<file path="src/rtl/bia_pkg.sv">
// Shared types, constants and helper functions of the bitmap id allocator.
package bia_pkg;

    // Default pool geometry
    localparam int POOL_SLOTS_DEF = 1024;
    localparam int WORD_BITS_DEF  = 64;

    // Fixed field widths
    localparam int ID_W     = 32;
    localparam int STATUS_W = 3;
    localparam int COUNT_W  = 13;

    // Result status codes
    typedef enum logic [STATUS_W-1:0] {
        ST_GRANTED   = 3'd0,
        ST_EXHAUSTED = 3'd1,
        ST_FREED     = 3'd2,
        ST_RANGE     = 3'd3,
        ST_DOUBLE    = 3'd4
    } status_t;

    // Request kinds
    localparam logic REQ_ALLOC = 1'b0;
    localparam logic REQ_FREE  = 1'b1;

    // Request and result beats
    typedef struct packed {
        logic            req_type;
        logic [ID_W-1:0] free_id;
    } req_t;

    typedef struct packed {
        status_t            status;
        logic [ID_W-1:0]    granted_id;
        logic [COUNT_W-1:0] active_count;
        logic [ID_W-1:0]    total_grants;
    } rsp_t;

    // Shared adder control and result
    typedef enum logic [0:0] {
        ALU_ADD = 1'b0,
        ALU_SUB = 1'b1
    } alu_op_t;

    typedef struct packed {
        alu_op_t         op;
        logic [ID_W-1:0] a;
        logic [ID_W-1:0] b;
    } alu_ctl_t;

    typedef struct packed {
        logic [ID_W-1:0] value;
        logic            ge;     // a >= b, meaningful on subtract
    } alu_res_t;

    // Index of the lowest set bit of a byte (0 when none is set)
    function automatic logic [2:0] lowest8(input logic [7:0] v);
        logic [2:0] n;
        n = 3'd0;
        for (int i = 7; i >= 0; i--)
        begin
            if (v[i])
            begin
                n = 3'(i);
            end
        end
        return n;
    endfunction

endpackage

</file>
<file path="src/rtl/bia_ram.sv">
// Generic single-write, single-read RAM with registered read data.
module bia_ram #(
    parameter int WIDTH = 64,
    parameter int DEPTH = 16,
    parameter int AW    = (DEPTH > 1) ? $clog2(DEPTH) : 1
) (
    input  logic             clk,
    input  logic             wr_en,
    input  logic [AW-1:0]    wr_addr,
    input  logic [WIDTH-1:0] wr_data,
    input  logic             rd_en,
    input  logic [AW-1:0]    rd_addr,
    output logic [WIDTH-1:0] rd_data
);

    logic [WIDTH-1:0] mem [DEPTH];
    logic [WIDTH-1:0] rd_data_reg;

    always_ff @(posedge clk)
    begin
        if (wr_en)
        begin
            mem[wr_addr] <= wr_data;
        end
        if (rd_en)
        begin
            rd_data_reg <= mem[rd_addr];
        end
    end

    assign rd_data = rd_data_reg;

endmodule

</file>
<file path="src/rtl/bia_alu.sv">
// Shared 32-bit add/subtract unit with unsigned compare flag.
module bia_alu (
    input  bia_pkg::alu_ctl_t ctl,
    output bia_pkg::alu_res_t res
);
    import bia_pkg::*;

    logic [ID_W-1:0] b_eff;
    logic [ID_W:0]   sum;

    // Subtract as a + ~b + 1; carry out means no borrow
    always_comb
    begin
        b_eff = (ctl.op == ALU_SUB) ? ~ctl.b : ctl.b;
        sum   = {1'b0, ctl.a} + {1'b0, b_eff} + (ID_W + 1)'(ctl.op == ALU_SUB);
        res.value = sum[ID_W-1:0];
        res.ge    = sum[ID_W];
    end

endmodule

</file>
<file path="src/rtl/bitmap_id_allocator.sv">
// Top level of the bitmap id allocator: sequencer, counters, register port.
//
//  channel  | dir | handshake             | beat
//  ---------+-----+-----------------------+-------------------------------
//  req      | in  | req_valid / req_stall | req_type, free_id
//  rsp      | out | rsp_valid / rsp_stall | status, granted_id, counts
//  apb      | in  | psel/penable, pready  | id_base at byte address 0
//
// Path from accept until req_stall drops, with the output register free:
// allocate goes through S_SCAN (one RAM read a cycle, up to MAP_WORDS words),
// S_CHUNK, S_BIT and S_DONE; an exhausted pool goes from S_SCAN to S_DONE. Free goes
// through S_RANGE, S_DIV (stepping past up to MAP_WORDS - 1 words), S_FCHK and S_DONE;
// out of range, from S_RANGE to S_DONE. After reset a clearing pass fills the bitmap under req_stall.
// A result waits in the output register while the next request works.
module bitmap_id_allocator #(
    parameter int POOL_SLOTS = bia_pkg::POOL_SLOTS_DEF,
    parameter int WORD_BITS  = bia_pkg::WORD_BITS_DEF
) (
    input  logic                clk,
    input  logic                rst_n,
    input  logic                req_valid,
    output logic                req_stall,
    input  bia_pkg::req_t       req,
    output logic                rsp_valid,
    input  logic                rsp_stall,
    output bia_pkg::rsp_t       rsp,
    input  logic                psel,
    input  logic                penable,
    input  logic                pwrite,
    input  logic [2:0]          paddr,
    input  logic [31:0]         pwdata,
    output logic [31:0]         prdata,
    output logic                pready
);
    import bia_pkg::*;

    localparam int MAP_WORDS = (POOL_SLOTS + WORD_BITS - 1) / WORD_BITS;
    localparam int WADDR_W   = (MAP_WORDS > 1) ? $clog2(MAP_WORDS) : 1;
    localparam int SLOT_W    = (POOL_SLOTS > 1) ? $clog2(POOL_SLOTS) : 1;
    localparam int CNT_W     = $clog2(POOL_SLOTS + 1);
    localparam int BIT_W     = $clog2(WORD_BITS);
    localparam int NCHUNK    = (WORD_BITS + 7) / 8;
    localparam int CHUNK_W   = (NCHUNK > 1) ? $clog2(NCHUNK) : 1;
    localparam int PAD_BITS  = NCHUNK * 8;
    localparam int FIND_W    = CHUNK_W + 3;
    localparam int TAIL      = POOL_SLOTS % WORD_BITS;
    localparam logic [WORD_BITS-1:0] FULL_WORD = {WORD_BITS{1'b1}};
    localparam logic [WORD_BITS-1:0] LAST_WORD =
        (TAIL == 0) ? FULL_WORD : (FULL_WORD >> (WORD_BITS - TAIL));
    localparam logic [WADDR_W-1:0] LAST_W = WADDR_W'(MAP_WORDS - 1);

    typedef enum logic [8:0] {
        S_INIT  = 9'b000000001,
        S_IDLE  = 9'b000000010,
        S_SCAN  = 9'b000000100,
        S_CHUNK = 9'b000001000,
        S_BIT   = 9'b000010000,
        S_RANGE = 9'b000100000,
        S_DIV   = 9'b001000000,
        S_FCHK  = 9'b010000000,
        S_DONE  = 9'b100000000
    } state_t;

    state_t               state_reg, state_next;
    logic [WADDR_W-1:0]   clr_reg, clr_next;
    logic [WADDR_W-1:0]   chk_w_reg, chk_w_next;
    logic [WADDR_W-1:0]   issue_w_reg, issue_w_next;
    logic [WADDR_W-1:0]   cnt_reg, cnt_next;
    logic [WADDR_W-1:0]   hint_reg, hint_next;
    logic [CNT_W-1:0]     active_reg, active_next;
    logic [ID_W-1:0]      total_reg, total_next;
    logic [ID_W-1:0]      id_base_reg;
    logic [ID_W-1:0]      slot_reg, slot_next;
    logic [SLOT_W-1:0]    rem_reg, rem_next;
    logic [WORD_BITS-1:0] word_reg, word_next;
    logic [CHUNK_W-1:0]   chunk_reg, chunk_next;
    status_t              status_reg, status_next;
    logic                 rsp_valid_reg, rsp_valid_next;
    rsp_t                 rsp_reg, rsp_next;

    // RAM port signals
    logic                 ram_wr_en, ram_rd_en;
    logic [WADDR_W-1:0]   ram_wr_addr, ram_rd_addr;
    logic [WORD_BITS-1:0] ram_wr_data, ram_rd_data;

    alu_ctl_t             alu_ctl;
    alu_res_t             alu_res;

    logic                 accept;
    logic [PAD_BITS-1:0]  word_pad;
    logic [7:0]           chunk_flags;
    logic [7:0]           sel_byte;
    logic [FIND_W-1:0]    found;
    logic [BIT_W-1:0]     free_bit;

    bia_ram #(
        .WIDTH (WORD_BITS),
        .DEPTH (MAP_WORDS),
        .AW    (WADDR_W)
    ) u_map (
        .clk     (clk),
        .wr_en   (ram_wr_en),
        .wr_addr (ram_wr_addr),
        .wr_data (ram_wr_data),
        .rd_en   (ram_rd_en),
        .rd_addr (ram_rd_addr),
        .rd_data (ram_rd_data)
    );

    bia_alu u_alu (
        .ctl (alu_ctl),
        .res (alu_res)
    );

    // Register port
    assign pready = 1'b1;
    assign prdata = paddr[2] ? 32'd0 : id_base_reg;

    always_ff @(posedge clk or negedge rst_n)
    begin
        if (!rst_n)
        begin
            id_base_reg <= 32'd1;
        end
        else if (psel && penable && pwrite && pready && !paddr[2])
        begin
            id_base_reg <= pwdata;
        end
    end

    // Bit search helpers: lowest non-empty byte, then lowest bit in it
    assign word_pad = PAD_BITS'(word_reg);

    always_comb
    begin
        chunk_flags = 8'd0;
        for (int c = 0; c < NCHUNK; c++)
        begin
            chunk_flags[c] = |word_pad[c*8 +: 8];
        end
    end

    assign sel_byte = word_pad[chunk_reg*8 +: 8];
    assign found    = {chunk_reg, lowest8(sel_byte)};
    assign free_bit = BIT_W'(rem_reg);

    assign req_stall = (state_reg != S_IDLE);
    assign accept    = req_valid && !req_stall;

    // Sequencer
    always_comb
    begin
        state_next     = state_reg;
        clr_next       = clr_reg;
        chk_w_next     = chk_w_reg;
        issue_w_next   = issue_w_reg;
        cnt_next       = cnt_reg;
        hint_next      = hint_reg;
        active_next    = active_reg;
        total_next     = total_reg;
        slot_next      = slot_reg;
        rem_next       = rem_reg;
        word_next      = word_reg;
        chunk_next     = chunk_reg;
        status_next    = status_reg;
        rsp_valid_next = rsp_valid_reg && rsp_stall;
        rsp_next       = rsp_reg;
        ram_wr_en      = 1'b0;
        ram_wr_addr    = chk_w_reg;
        ram_wr_data    = ram_rd_data;
        ram_rd_en      = 1'b0;
        ram_rd_addr    = chk_w_reg;
        alu_ctl.op     = ALU_SUB;
        alu_ctl.a      = slot_reg;
        alu_ctl.b      = 32'(POOL_SLOTS);

        case (state_reg)
            S_INIT:
            begin
                ram_wr_en   = 1'b1;
                ram_wr_addr = clr_reg;
                ram_wr_data = (clr_reg == LAST_W) ? LAST_WORD : FULL_WORD;
                clr_next    = clr_reg + 1'b1;
                if (clr_reg == LAST_W)
                begin
                    state_next = S_IDLE;
                end
            end
            S_IDLE:
            begin
                alu_ctl.a = req.free_id;
                alu_ctl.b = id_base_reg;
                if (accept)
                begin
                    if (req.req_type == REQ_ALLOC)
                    begin
                        ram_rd_en    = 1'b1;
                        ram_rd_addr  = hint_reg;
                        chk_w_next   = hint_reg;
                        issue_w_next = (hint_reg == LAST_W) ? '0 : hint_reg + 1'b1;
                        cnt_next     = '0;
                        state_next   = S_SCAN;
                    end
                    else
                    begin
                        slot_next  = alu_res.value;
                        state_next = S_RANGE;
                    end
                end
            end
            // One word checked per cycle while the next read is in flight
            S_SCAN:
            begin
                if (|ram_rd_data)
                begin
                    word_next  = ram_rd_data;
                    state_next = S_CHUNK;
                end
                else if (cnt_reg == LAST_W)
                begin
                    status_next = ST_EXHAUSTED;
                    state_next  = S_DONE;
                end
                else
                begin
                    ram_rd_en    = 1'b1;
                    ram_rd_addr  = issue_w_reg;
                    chk_w_next   = issue_w_reg;
                    issue_w_next = (issue_w_reg == LAST_W) ? '0 : issue_w_reg + 1'b1;
                    cnt_next     = cnt_reg + 1'b1;
                end
            end
            S_CHUNK:
            begin
                chunk_next = CHUNK_W'(lowest8(chunk_flags));
                state_next = S_BIT;
            end
            // Claim the bit and form the slot index
            S_BIT:
            begin
                alu_ctl.op  = ALU_ADD;
                alu_ctl.a   = 32'(chk_w_reg) * WORD_BITS;
                alu_ctl.b   = 32'(found);
                slot_next   = alu_res.value;
                ram_wr_en   = 1'b1;
                ram_wr_addr = chk_w_reg;
                ram_wr_data = word_reg & ~(WORD_BITS'(1) << found);
                hint_next   = chk_w_reg;
                active_next = active_reg + 1'b1;
                total_next  = total_reg + 1'b1;
                status_next = ST_GRANTED;
                state_next  = S_DONE;
            end
            S_RANGE:
            begin
                if (alu_res.ge)
                begin
                    status_next = ST_RANGE;
                    state_next  = S_DONE;
                end
                else
                begin
                    rem_next   = SLOT_W'(slot_reg);
                    chk_w_next = '0;
                    state_next = S_DIV;
                end
            end
            // Reduce the slot to word index and bit by repeated subtraction
            S_DIV:
            begin
                alu_ctl.a = 32'(rem_reg);
                alu_ctl.b = 32'(WORD_BITS);
                if (alu_res.ge)
                begin
                    rem_next   = SLOT_W'(alu_res.value);
                    chk_w_next = chk_w_reg + 1'b1;
                end
                else
                begin
                    ram_rd_en   = 1'b1;
                    ram_rd_addr = chk_w_reg;
                    state_next  = S_FCHK;
                end
            end
            S_FCHK:
            begin
                if (ram_rd_data[free_bit])
                begin
                    status_next = ST_DOUBLE;
                end
                else
                begin
                    ram_wr_en   = 1'b1;
                    ram_wr_addr = chk_w_reg;
                    ram_wr_data = ram_rd_data | (WORD_BITS'(1) << free_bit);
                    if (active_reg != '0)
                    begin
                        active_next = active_reg - 1'b1;
                    end
                    status_next = ST_FREED;
                end
                state_next = S_DONE;
            end
            // Hand the result to the output register once it is free
            S_DONE:
            begin
                alu_ctl.op = ALU_ADD;
                alu_ctl.a  = id_base_reg;
                alu_ctl.b  = slot_reg;
                if (!rsp_valid_reg || !rsp_stall)
                begin
                    rsp_next.status       = status_reg;
                    rsp_next.granted_id   = (status_reg == ST_GRANTED) ? alu_res.value : '0;
                    rsp_next.active_count = COUNT_W'(active_reg);
                    rsp_next.total_grants = total_reg;
                    rsp_valid_next        = 1'b1;
                    state_next            = S_IDLE;
                end
            end
            default:
            begin
                state_next = S_IDLE;
            end
        endcase
    end

    // Control state
    always_ff @(posedge clk or negedge rst_n)
    begin
        if (!rst_n)
        begin
            state_reg     <= S_INIT;
            clr_reg       <= '0;
            hint_reg      <= '0;
            active_reg    <= '0;
            total_reg     <= '0;
            rsp_valid_reg <= 1'b0;
            cnt_reg       <= '0;
        end
        else
        begin
            state_reg     <= state_next;
            clr_reg       <= clr_next;
            hint_reg      <= hint_next;
            active_reg    <= active_next;
            total_reg     <= total_next;
            rsp_valid_reg <= rsp_valid_next;
            cnt_reg       <= cnt_next;
        end
    end

    // Working payload
    always_ff @(posedge clk)
    begin
        chk_w_reg   <= chk_w_next;
        issue_w_reg <= issue_w_next;
        slot_reg    <= slot_next;
        rem_reg     <= rem_next;
        word_reg    <= word_next;
        chunk_reg   <= chunk_next;
        status_reg  <= status_next;
        rsp_reg     <= rsp_next;
    end

    assign rsp_valid = rsp_valid_reg;
    assign rsp       = rsp_reg;

    // Checks
    a_active_bound: assert property (@(posedge clk) disable iff (!rst_n)
        32'(active_reg) <= POOL_SLOTS)
        else $error("active count above pool size");

    a_rsp_from_done: assert property (@(posedge clk) disable iff (!rst_n)
        (rsp_valid && !rsp_stall) |=> (!rsp_valid || $past(state_reg == S_DONE)))
        else $error("result beat not loaded from done state");

    a_grant_counts: assert property (@(posedge clk) disable iff (!rst_n)
        (state_reg == S_BIT) |=> (total_reg == $past(total_reg) + 32'd1))
        else $error("grant did not advance total count");

    a_scan_bound: assert property (@(posedge clk) disable iff (!rst_n)
        (state_reg == S_SCAN) |-> (32'(cnt_reg) < MAP_WORDS))
        else $error("scan ran past the last word");

    a_div_bound: assert property (@(posedge clk) disable iff (!rst_n)
        (state_reg == S_FCHK) |-> (32'(rem_reg) < WORD_BITS))
        else $error("free bit index not reduced below word size");

endmodule

</file>
<file path="config.mk">
export PLATFORM = sky130hd
export DESIGN_NAME = bitmap_id_allocator
export DESIGN_NICKNAME = d
export VERILOG_FILES = /design/src/rtl/bia_pkg.sv /design/src/rtl/bia_ram.sv /design/src/rtl/bia_alu.sv /design/src/rtl/bitmap_id_allocator.sv
export SDC_FILE = /design/constraint.sdc
export NUM_CORES = 2
export LEC_CHECK = 0
export BUFFER_PORTS_ARGS = -buffer_cell sky130_fd_sc_hd__buf_2
export CAP_MARGIN = 20
export CORE_ASPECT_RATIO = 1.5
export CORE_MARGIN = 2
export CORE_UTILIZATION = 35
export CTS_CLUSTER_SIZE = 10
export DETAILED_ROUTE_END_ITERATION = 8
export GPL_TIMING_DRIVEN = 1
export PLACE_DENSITY = 0.57
export SLEW_MARGIN = 25
export SYNTH_ARGS = -nofsm -noshare
export SYNTH_HDL_FRONTEND = slang
export SYNTH_HIERARCHICAL = 1
export SYNTH_SLANG_ARGS = --single-unit
</file>
<file path="constraint.sdc">
create_clock -name clk -period 17 [get_ports clk]
set_input_delay 2.55 -clock clk [delete_from_list [all_inputs] [get_ports clk]]
set_output_delay 2.55 -clock clk [all_outputs]
set_load 0.02 [all_outputs]
</file>
Yosys cells after proc, flatten, opt, wreduce, memory -nomap -nowiden
Memory sizes are Yosys's and may differ from the RTL's. A register that Yosys moved wholly into a read port is not among the register bits.
Cells that the tools add are included.
W data, S select, Z words.
{ "totals": {"reg_bits": 295, "ram_bits": 1024, "input_bits": 75, "output_inout_bits": 115, "elab_cells": 189, "memories": 1} }
{ "memory_table": {"columns": ["name", "words", "word_bits", "rd", "rd_clocked_by_memory_dff", "write_ports", "line", "source"], "rows": [
  ["u_map.mem", 16, 64, 1, 1, 1, "bia_ram.sv:16", "logic [WIDTH-1:0] mem [DEPTH];"]
]} }
{ "classes": {"n_addsub": 10, "n_lt_le_gt_ge": 1, "n_eq_ne": 29, "n_shift": 3, "n_mux": 79, "bitwise_logic": 4, "n_reduce_logical": 41} }
{ "ops": {"columns": ["op", "count"], "rows": [
  ["$pmux W64 S4", 1],
  ["$pmux W64 S3", 1],
  ["$mux W32", 4],
  ["$shl A1 B6 Y64 const A", 2],
  ["$pmux W9 S8", 1],
  ["$mux W4", 17],
  ["$and A64 B64 Y64", 1],
  ["$mux W64", 1],
  ["$not A64 Y64", 1],
  ["$or A64 B64 Y64", 1],
  ["$pmux W32 S2", 1],
  ["$reduce_or A64 Y1", 1],
  ["$reduce_or A8 Y1", 8],
  ["$shiftx A64 B7 Y8", 1],
  ["$mux W9", 7],
  ["$mux W3", 16],
  ["$add A32 B32 Y33", 1],
  ["$add A33 B1 Y33", 1],
  ["$add A32 B1 Y32 const B", 1],
  ["$not A32 Y32", 1],
  ["$reduce_or A32 Y1", 1],
  ["$ne A2 B2 Y1 const B", 12],
  ["$pmux W4 S2", 3],
  ["$mux W11", 2],
  ["other kinds (41)", 81]
]} }

Depth between registers and ports, before layout
{ "logic_depth": {"depth_word": 17, "mapped_depth": 23, "depth_no_buf": 19} }

Cells and area by module
The synthesis kept the hierarchy.
{ "modules_own_cells": {"columns": ["mod", "n_inst", "cells_each", "area_each_um2", "seq_area_each_um2"], "rows": [
  ["bia_ram", 1, 1647, 40222.3, 32671.3],
  ["bitmap_id_allocator", 1, 1450, 15967.8, 8375.5],
  ["bia_alu", 1, 300, 2100.8, 0.0]
]} }

Worst setup path before layout
Ideal clock, no wire load.
{ "synth_path": {"path_kind": "in2reg", "startpoint": "in req[0] (netlist name)", "endpoint": "reg u_map.rd_data_reg[0] (netlist: u_map/rd_data[0]), read port of u_map.mem (enable)", "setup_ns": 0.574, "arrival_ns": 9.136, "required_time_ns": 16.426, "path_slack_ns": 7.290, "path_stages": 12, "n_path_buf": 0, "cell_sequence": "a222oi_1 > nand2_1 > mux2i_1 > fa_1 > nor2b_1 > o2111a_1 > o2111ai_1 > nand2_1 > a21oi_1 > o21a_1 > nor3_1 > o21ai_0"} }
{ "synth_rtl": {"columns": ["item", "line", "source"], "rows": [
  ["start: declaration", "bitmap_id_allocator.sv:23", "input bia_pkg::req_t req,"],
  ["end: declaration", "bia_ram.sv:17", "logic [WIDTH-1:0] rd_data_reg;"]
]} }

==> metrics.cfg <==
[worst_setup_path]
ff2ff_setup_slack_ns = 9.80
crit_type = reg -> reg
start_kind = flip-flop
critPathLaunch = chunk_reg[0]
crit_path_end_kind = flip-flop
ff2ff_path_depth = 20
regToRegEndpoint = u_map/rd_data[29]
crit_path_max_fanout = 49
setup.worst_path.end = u_map/rd_data[29]
worst_ep_required_time_ns = 17.40
crit_arrival_ns = 7.61
rr_startpoint = chunk_reg[0]

[sta]
finalMaxSlewViolations = 0
finalCritPeriodShare_pct = 42.4
max_slew_margin_pct = 29.9
hold_violations = 0
fmax_mhz = 139
hold_ws_ns = 0.472
fin_tns_setup_ns = 0
fin_ws_ns = 9.80
clock_skew_ns = 0.0419
finalCriticalPeriod_ns = 7.20
worst_slew_pin_slew_ns = 1.05
rsz0062_at_grt = false
setup_viol = 0

[floorplan]
initial_core_util_pct = 35.2
die_x_um = 337
rows = 183
dieArea_sq_um = 170000
dieHeight_um = 504
core_area_sq_um = 166000
io_pins = 190

[yosys]
synth_warnings = 6
netlist_area_sq_um = 58300
synth_top_area_cell = edfxtp_1
postSynth.asyncResetShare_pct = 7.01
synthTopCellsByArea = edfxtp_1 66%, mux4_2 10%, dfrtp_1 4.1%
synth.top_cell.area_share_pct = 66.2
yosysSeqAreaShare_pct = 70.4
synth-edff-count = 1286
avgSynthCellArea_sq_um = 17.2
synth_cell_type_count = 84
syn_inst = 3397
synth-seq-cells = 1383
synth-main-ff-cell = edfxtp_1

[pwr]
power_frac_comb_pct = 38.1
switchingPower_mw = 4.24
p_int_mw = 7.80
seqPwrFrac_pct = 37.3
p_leak_nw = 22.0
p_total_mw = 12.0
powerDensity_nw_per_um2 = 181
clockPowerShare_pct = 24.6
peakVddDrop_uv = 194
power.switching_fraction_pct = 35.2

[route]
viasPerCell = 5.56
met2_length_mm = 83.1
first_pass_iters = 9
wire_per_inst_um = 26.4
wl_mm = 156
drt_iter0_drc = 3197
top_layer = met5
wl_met1_mm = 57.7
wl_met3_mm = 8.66
vias = 32900
route.detailed.drc = 0
ant_nets = 0

[finish]
final_cell_area_sq_um = 66500
multi_input_area_sq_um = 16400
final_cells = 5912
largest_reg_flops = 1024
n_fill_cell = 14900
final_common_cell = edfxtp_1
final_cell_mix = 1286 x edfxtp_1, 267 x mux4_2, 213 x nand2_1
seqCellArea_sq_um = 41000
nNetsFinal = 3770
syn_to_final_growth_pct = 14.1
drive_gt1_share_pct = 23.5
finalCoreUtilization_pct = 40.2

[status]
outcome = finished, final reports clean

[place]
place_inst = 5705
place_ws_ns = 9.75
hpwlAfterDp_mm = 94.6
port-buffer-count = 184
dpl-instance-area_sq_um = 62200
place_congestion = 0.968

[cts]
cts_hold_buf = 0
cts_setup_buffers = 0
cts_resized = 0
clk_pin_slew_worst_paths_ns = 0.07
root_buffer = clkbuf_16
cts.path.max_buffers = 3
cts_tree = yes
cts.sinks = 1383
htree_levels = 4
clk_latency_ns = 0.80
numCtsBuffers = 156

[global_routing]
grt_usage_pct = 18.3
grt_pass1_wl_mm = 228
antenna_found_initial = 7
grt_pass1_vias = 34000
grt_max_degree = 142
grt_overflow_total = 0

[flow_run]
maxCapViolations = 0

[hold_path]
hold_class = reg -> reg

[worst min path at each step]
stage               cells past startpoint  endpoint           from
floorplan                               0   rsp[79]  status_reg[2]
global placement                        0   rsp[79]  status_reg[2]
detailed placement                      0   rsp[11]  total_reg[11]
CTS                                     0   rsp[78]  status_reg[1]
global route                            0   rsp[31]  total_reg[31]
finish                                  0   rsp[77]  status_reg[0]
[routing by layer]
metal	vias up	GRT usage (%)
li1	14200	-
met1	17100	20.9
met2	1229	33.4
met3	336	2.99
met4	10	7.75
met5	-	0
[power groups by stage]
stage / Combinational (mW) / Clock (mW) / Sequential, mW
floorplan: 3.30 / 0 / 4.47
global placement: 4.58 / 0 / 4.55
detailed placement: 4.62 / 0 / 4.55
CTS: 4.63 / 3.04 / 4.48
global route: 4.98 / 3.15 / 4.50
finish: 4.59 / 2.96 / 4.49
[worst max-delay path, cell delays in order (launching register included)]
cell and delay (ns):
edfxtp_1 0.32, buf_4 0.58, mux4_2 0.62, or2_2 0.31, nand2_1 0.11, nand2_1 0.09
o31a_1 0.33, o21ai_0 0.59, mux2i_1 0.52, fa_1 0.32, nor2b_1 0.08, o2111a_1 0.29
o2111ai_1 0.25, nand2_1 0.16, a21oi_1 0.53, o21a_1 0.22, nor3_1 0.05, buf_4 0.18
o21ai_4 0.14, buf_4 0.42, buf_4 0.65
[synthesized netlist by cell type (13+ instances only)]
| master | count |
|---|---|
| a221oi_1 | 16 |
| a2111oi_0 | 20 |
| buf_2 | 24 |
| buf_6 | 15 |
| mux4_2 | 267 |
| buf_1 | 23 |
| nand2_1 | 213 |
| o31ai_1 | 13 |
| dfrtp_1 | 95 |
| a22oi_1 | 141 |
| ha_1 | 49 |
| mux2_2 | 58 |
| edfxtp_1 | 1286 |
| nand2b_1 | 13 |
| nand4_1 | 23 |
| and2_1 | 38 |
| o211ai_1 | 25 |
| xnor2_1 | 52 |
| nor2_1 | 117 |
| nor4_1 | 46 |
| a22o_1 | 26 |
| a31oi_1 | 21 |
| inv_1 | 55 |
| a21oi_1 | 77 |
| mux2i_1 | 47 |
| o21ai_0 | 93 |
| xor2_1 | 54 |
| nor3_1 | 30 |
| and3_1 | 22 |
| nand3_1 | 55 |
| a222oi_1 | 33 |
| nor2b_1 | 48 |
| clkbuf_1 | 126 |
[logic make-up after synthesis]
logic type | synth area share (%)
AO/OA/AOI/OAI | 6.73
XOR/XNOR | 1.59
adder cells (fa/ha/maj) | 1.12
buffers and inverters | 1.94
flip-flops | 70.4
multiplexers | 12.2
other | 0.0129
AND/OR/NAND/NOR | 5.94
[area by class of cell]
cell class | count | area share, %
sequential | 1383 | 61.7
multi-input combinational | 1761 | 24.7
clock buffer | 188 | 6.05
tap | 2220 | 4.18
timing repair buffer | 286 | 2.67
clock inverter | 16 | 0.408
inverter | 56 | 0.316
antenna | 2 | 0.00752
No activity file was read; power rests on OpenSTA's default activity.
